<file path="src/iba_pkg.sv">
// Shared types and constants for the indexed block allocator.
package iba_pkg;

  localparam logic ACT_CREATE = 1'b0;
  localparam logic ACT_DELETE = 1'b1;

  localparam int DVD_W = 17;

  typedef enum logic [2:0] {
    STAT_OK        = 3'd0,
    STAT_FULL      = 3'd1,
    STAT_EXISTS    = 3'd2,
    STAT_BAD_SIZE  = 3'd3,
    STAT_NO_BLOCKS = 3'd4,
    STAT_TOO_LARGE = 3'd5,
    STAT_NOT_FOUND = 3'd6
  } iba_status_t;

  typedef enum logic [3:0] {
    S_IDLE,
    S_DIVIDE,
    S_SCAN_RD,
    S_SCAN_CMP,
    S_DECIDE,
    S_ALLOC,
    S_DEALLOC,
    S_COMMIT,
    S_FINISH
  } iba_state_t;

  typedef struct packed {
    logic load;
    logic div_step;
    logic scan_rd;
    logic scan_cmp;
    logic decide;
    logic alloc;
    logic dealloc;
    logic commit;
    logic emit;
  } iba_cmd_t;

  typedef struct packed {
    logic is_create;
    logic div_done;
    logic scan_hit;
    logic scan_last;
    logic go_alloc;
    logic go_free;
    logic alloc_done;
    logic free_done;
    logic out_busy;
  } iba_sts_t;

endpackage

</file>
<file path="src/iba_ctrl.sv">
// Controller state machine that sequences one request through the datapath.
module iba_ctrl (
  input  logic              clk,
  input  logic              rst_n,
  input  logic              in_valid,
  output logic              in_ready,
  input  iba_pkg::iba_sts_t sts,
  output iba_pkg::iba_cmd_t cmd
);

  iba_pkg::iba_state_t state_r, state_nxt;

  always_ff @(posedge clk) begin
    if (!rst_n) begin
      state_r <= iba_pkg::S_IDLE;
    end else begin
      state_r <= state_nxt;
    end
  end

  always_comb begin
    state_nxt = state_r;
    cmd       = '0;
    in_ready  = 1'b0;
    unique case (state_r)
      iba_pkg::S_IDLE: begin
        in_ready = 1'b1;
        if (in_valid) begin
          cmd.load  = 1'b1;
          state_nxt = iba_pkg::S_DIVIDE;
        end
      end
      iba_pkg::S_DIVIDE: begin
        if (!sts.is_create || sts.div_done) begin
          state_nxt = iba_pkg::S_SCAN_RD;
        end else begin
          cmd.div_step = 1'b1;
        end
      end
      iba_pkg::S_SCAN_RD: begin
        cmd.scan_rd = 1'b1;
        state_nxt   = iba_pkg::S_SCAN_CMP;
      end
      iba_pkg::S_SCAN_CMP: begin
        cmd.scan_cmp = 1'b1;
        if (sts.scan_hit || sts.scan_last) begin
          state_nxt = iba_pkg::S_DECIDE;
        end else begin
          state_nxt = iba_pkg::S_SCAN_RD;
        end
      end
      iba_pkg::S_DECIDE: begin
        cmd.decide = 1'b1;
        priority if (sts.go_alloc) begin
          state_nxt = iba_pkg::S_ALLOC;
        end else if (sts.go_free) begin
          state_nxt = iba_pkg::S_DEALLOC;
        end else begin
          state_nxt = iba_pkg::S_COMMIT;
        end
      end
      iba_pkg::S_ALLOC: begin
        cmd.alloc = 1'b1;
        if (sts.alloc_done) begin
          state_nxt = iba_pkg::S_COMMIT;
        end
      end
      iba_pkg::S_DEALLOC: begin
        cmd.dealloc = 1'b1;
        if (sts.free_done) begin
          state_nxt = iba_pkg::S_COMMIT;
        end
      end
      iba_pkg::S_COMMIT: begin
        cmd.commit = 1'b1;
        state_nxt  = iba_pkg::S_FINISH;
      end
      iba_pkg::S_FINISH: begin
        if (!sts.out_busy) begin
          cmd.emit  = 1'b1;
          state_nxt = iba_pkg::S_IDLE;
        end
      end
      default: begin
        state_nxt = iba_pkg::S_IDLE;
      end
    endcase
  end

endmodule

</file>
<file path="config.mk">
export PLATFORM = sky130hd
export DESIGN_NAME = iba_ctrl
export DESIGN_NICKNAME = d
export VERILOG_FILES = /design/src/iba_pkg.sv /design/src/iba_ctrl.sv
export SDC_FILE = /design/constraint.sdc
export NUM_CORES = 1
export LEC_CHECK = 0
export ABC_AREA = 1
export BUFFER_PORTS_ARGS = -buffer_cell sky130_fd_sc_hd__buf_2
export CAP_MARGIN = 20
export CORE_AREA = 4 4 41 43
export CTS_CLUSTER_DIAMETER = 200
export DETAILED_ROUTE_END_ITERATION = 16
export DIE_AREA = 0 0 45 47
export PLACE_DENSITY = 0.58
export SKIP_LAST_GASP = 1
export SLEW_MARGIN = 20
export SYNTH_ARGS = -nofsm -noshare
export SYNTH_HDL_FRONTEND = slang
export SYNTH_SLANG_ARGS = --single-unit
export TNS_END_PERCENT = 5
</file>
<file path="constraint.sdc">
create_clock -name clk -period 1.92 [get_ports clk]
set_input_delay 0.192 -clock clk [delete_from_list [all_inputs] [get_ports clk]]
set_output_delay 0.192 -clock clk [all_outputs]
set_load 0.005 [all_outputs]
</file>
==> out/results.ini, run 1 <==
[floorplanning]
io_pins=22
die_w_um=45
start_util_pct=29.8
rows=13
dieArea_mm2=0.00212
core_area_mm2=0.00130
die_y_um=47

[sta]
slew-limit-headroom_pct=82.0
finalHoldViolCount=0
fin_skew_ns=0.00352
period_needed_ns=1.41
setup_viol=0
worst_pin_slew_ns=0.270
fmax_mhz=712
timing.final.max_slew_violations=0
tns_ns=0
fin_crit_sh_pct=73.2
rsz0062_at_grt=no
fin_ws_ns=0.515

[critical_path]
r2r_slack_ns=0.73
arrival_ns=1.21
r2r-end=state_r[0]
worstRegToRegCells=7
crit_end=cmd[8]
crit_start=state_r[2]
crit_path_end_kind=primary output
cp-start-kind=flip-flop
crit_fanout=4
r2r_start=state_r[0]
required_ns=1.73
critPathKind=flip-flop to primary output

[cts]
numCtsBuffers=3
path_clk_slew_ns=0.04
clockBufferDepth=2
cts_setup_buffers=0
clock-sinks=4
postCtsResizedCells=0
clk_latency_ns=0.23
hold_buffers=0
tritoncts=done
root_buffer=clkbuf_4
htreeDepth=1

[global_routing]
antenna_found_initial=0
grt_max_degree=7
grt_pass1_vias=417
grt_first_pass_wirelength_mm=1.55
grt-ovfl-total=0
grt_usage_pct=10.2

[final_layout]
biggestRegsByFlops=state_r: 4 flops
fillers=143
area_growth_pct=37.7
antenna_cells=0
largest_register_ffs=4
drive_gt1_share_pct=41.3
finalNetCount=106
top_register=state_r
stdcell_count=107
final_util_pct=41.1

[synthesis]
yosys_register_bits=4
synth_area_um2=388
synth-edff-count=0
netlist.area_leader.share_pct=20.6
syn_nets=80
avgSynthCellArea_um2=5.70
synthArstFlopShare_pct=0
synth-seq-area-share_pct=20.6
post-synth-top-count-cell=nand2_1
yosys.area.top_type=dfxtp_1
syn_inst=68
yosysUniqueCellTypes=18
yosysWarnings=0
synth_common_cells=13 x nand2_1, 12 x inv_1, 12 x nor2_1
synth_flop_cell=dfxtp_1
synthTopCellsByArea=dfxtp_1 21%, nand2_1 13%, inv_1 12%, nor2_1 12%, nand3_1 7.7%

[hold_path]
hold_depth=3
hold_class=input pin to flip-flop

[route]
vias_per_cell=4.31
wl_per_cell_um=8.94
top_layer_used=met3
first_pass_iters=4
vias=461
drcViolationCount=0
wl_um=957
drtIter0Drc=5
wl_met2_um=480
met3WireLength_um=68
met1_length_um=409
ant_nets=0

[place]
finalWeightedCongestion=0.820
hpwlAfterDp_um=848
dpl_worst_slack_ns=0.728
dp.cells=104
port_buffers=21

[pwr]
ir_worst_vdd_mv=0.581
power.density_mw_per_mm2=1110
p_leak_nw=0.322

[job]
drv_cap=0

[run_status]
status=complete, no violations

## critical path: stages (launching register included)
cell	delay, ns
dfxtp_1	0.32
nor2_1	0.25
inv_1	0.15
nor3_1	0.14
buf_2	0.14
## power by group
part	leakage [nW]	internal, mW	switching [mW]	total (mW)
Sequential	0.0328	0.108	0.0410	0.149
Clock	0.0138	0.0696	0.0300	0.0996
Combinational	0.275	0.138	0.204	0.342
Total	0.322	0.315	0.275	0.591
## how the worst min path moves through the flow
| stage | startpoint | end | slack, ns |
|---|---|---|---|
| after CTS | rst_n | state_r[0] | 0.21 |
| after detailed placement | rst_n | state_r[0] | 0.45 |
| after global routing | rst_n | state_r[0] | 0.23 |
| after floorplan | rst_n | state_r[0] | 0.31 |
| after global placement | rst_n | state_r[0] | 0.44 |
| final | rst_n | state_r[0] | 0.21 |
## per-layer routing
| layer | vias up | track usage (%) |
|---|---|---|
| li1 | 258 | - |
| met1 | 192 | 10.4 |
| met2 | 11 | 18.4 |
| met3 | 0 | 2.30 |
| met4 | 0 | 7.02 |
| met5 | - | 0 |
## placed cells by master (no fill, tap or decap), drive strengths merged, types with 3 or more instances in the layout
master / count
buf: 21
nor2: 16
nor3: 3
dfxtp: 4
nand3: 7
nand2: 16
clkbuf: 3
inv: 15
a21oi: 3
## through the flow
| step | power [mW] | cell area, µm² | hold slack [ns] |
|---|---|---|---|
| final | 0.591 | 534 | 0.212 |
| after global placement | 0.495 | 512 | 0.445 |
| after detailed placement | 0.497 | 512 | 0.454 |
| after floorplan | 0.397 | 388 | 0.312 |
| after CTS | 0.602 | 534 | 0.206 |
| after global routing | 0.658 | 534 | 0.234 |
## kinds of logic (layout without fill, tap and decap cells)
logic type | count (synthesis) | count (layout) | synth area share [%]
AOI/OAI and AO/OA | 5 | 5 | 8.06
and+or+nand+nor | 44 | 44 | 56.8
buffers and inverters | 15 | 39 | 14.5
DFF | 4 | 4 | 20.6
## layout make-up
type / count / area (µm²) / area share (%)
inverter: 15 / 56.3 / 10.5
tap: 15 / 18.8 / 3.51
timing repair buffer: 21 / 105 / 19.7
clock buffer: 3 / 22.5 / 4.22
multi-input combinational: 49 / 251 / 47.1
sequential: 4 / 80.1 / 15.0
No activity file was read; power rests on OpenSTA's default activity.
==> run 2, diff against run 1 <==
==> constraint.sdc (replaced) <==
create_clock -name clk -period 1.3 [get_ports clk]
set_input_delay 0.13 -clock clk [delete_from_list [all_inputs] [get_ports clk]]
set_output_delay 0.13 -clock clk [all_outputs]
set_load 0.005 [all_outputs]
==> run 2 against run 1 <==
Compared with the run above:
- die area unchanged
- largest power group unchanged
- final cell count increased by 0.93%
- clock power rose by 55%
- wire length grew 12%
- clock skew increased by 0.0032 ns
- non-clock buffer count grew 1
- sequential power rose by 59%
- combinational power grew 65%
- setup slack got worse by 0.49 ns
- core utilization increased by 2.5 points
==> out/results.ini, run 2 (same netlist as run 1, synthesis figures left out) <==
[run_status]
status=complete, no violations

[route]
vias=495
drcViolationCount=0
drtIter0Drc=8
vias_per_cell=4.58
wl_per_cell_um=9.94
ant_nets=0
first_pass_iters=4
wl_mm=1.07

[critical_path]
cp-start-kind=flip-flop
r2r-end=state_r[1]
r2r_start=state_r[0]
arrival_ns=1.14
r2r_slack_ns=0.10
slowest_stage=dfxtp_4
worstRegToRegCells=8
path_delay_family=flip-flops
crit_fanout=6
path_buf_inv=2
path_cells=nor2_2 > inv_2 > nor4_1 > buf_2
worstSetupPathDepth=4
required_ns=1.17
slowest_delay_ns=0.36
crit_path_end_kind=primary output
critPathKind=flip-flop to primary output

[hold_path]
hold_depth=3
min_to=state_r[0]
hp-start=rst_n
hold_class=input pin to flip-flop

[final_layout]
stdcell_count=108
drive_gt1_share_pct=49.5
layout_commonest_cell=buf_2
area_growth_pct=46.1
finalInstanceArea_um2=567
mostFrequentLayoutCells=21 x buf_2, 12 x inv_1, 12 x nand2_1
biggestRegsByFlops=state_r: 4 flops
regArea_um2=85.1
multi_input_area_um2=272
finalNetCount=107
final_util_pct=43.6
fillers=153
antenna_cells=0
top_register=state_r
largest_register_ffs=4

[floorplanning]
dieArea_mm2=0.00212
die_y_um=47
rows=13
io_pins=22
die_w_um=45
core_area_mm2=0.00130
start_util_pct=29.8

[sta]
worst_pin_slew_ns=0.221
holdWs_ns=0.138
slew-limit-headroom_pct=85.1
timing.final.max_slew_violations=0
rsz0062_at_grt=yes
fin_skew_ns=0.00668
setup_viol=0
finalHoldViolCount=0
period_needed_ns=1.27
fmax_mhz=786
fin_crit_sh_pct=97.9

[cts]
clk_latency_ns=0.24
htreeDepth=1
clockBufferDepth=2
clock-sinks=4
root_buffer=clkbuf_4
path_clk_slew_ns=0.04
tritoncts=done
numCtsBuffers=3

[global_routing]
grt_max_degree=7
grt_usage_pct=11.7
grt_pass1_vias=435
grt-ovfl-total=0
grt_first_pass_wirelength_mm=1.76
antenna_found_initial=0

[place]
finalWeightedCongestion=0.852
place_area_um2=512
dp.cells=104
port_buffers=21
hpwlAfterDp_um=923

[job]
drv_cap=0

[pwr]
ir_worst_vdd_mv=1.06
p_leak_nw=0.331
power.density_mw_per_mm2=1690

==> run 2: cell types whose count changed in the layout (fill, tap and decap cells not counted), sizes merged <==
cell	delta
buf	+1
==> run 2: worst max-delay path by stage <==
stage               start          to
3_5_place_dp   state_r[0]  state_r[0]
6_report       state_r[0]      cmd[0]
4_1_cts        state_r[1]      cmd[1]
5_1_grt        state_r[2]  state_r[0]
2_1_floorplan  state_r[0]  state_r[0]
3_3_place_gp   state_r[0]  state_r[0]
==> run 2: worst reg2reg max path, delay by kind of cell (launching register included) <==
| family | cells | cell delay [ns] |
|---|---|---|
| flip-flops | 1 | 0.36 |
| buffers and inverters | 2 | 0.18 |
| AO/OA/AOI/OAI | 1 | 0.09 |
| AND/OR/NAND/NOR | 5 | 0.50 |
==> run 2: stage by stage <==
step | setup TNS, ns | worst slack (ns) | total power [mW]
6_report | 0 | 0.0275 | 0.957
5_1_grt | -0.177 | -0.0395 | 1.07
4_1_cts | 0 | 0.000146 | 0.938
3_5_place_dp | 0 | 0.0935 | 0.740
3_3_place_gp | 0 | 0.0964 | 0.737
2_1_floorplan | 0 | 0.243 | 0.586
==> run 2: power by group <==
| group | switching, mW | internal, mW | total [mW] | leakage, nW |
|---|---|---|---|---|
| clock network | 0.0504 | 0.103 | 0.154 | 0.0138 |
| registers | 0.0657 | 0.171 | 0.237 | 0.0337 |
| logic | 0.327 | 0.239 | 0.566 | 0.284 |
==> run 2: layer usage <==
layer / vias up / global-route usage, % / wire length (µm)
met4: 0 / 5.26 / 0
met5: - / 0 / 0
met1: 217 / 12.5 / 497
met2: 12 / 20.3 / 511
met3: 0 / 4.60 / 63
li1: 266 / - / -
==> run 2: layout make-up <==
| type | instances | share of cell area, % |
|---|---|---|
| Multi-Input combinational cell | 49 | 47.9 |
| Inverter | 15 | 9.93 |
| Sequential cell | 4 | 15.0 |
| Tap cell | 15 | 3.31 |
| Clock buffer | 3 | 3.97 |
| Timing Repair Buffer | 22 | 19.9 |
==> run 2: repair_timing <==
item,4_1_cts,5_1_grt
gates resized for setup,2,7
pin swaps,1,1
endpoints found under the setup margin,6,10
hold buffers,0,0
buffers inserted,1,0
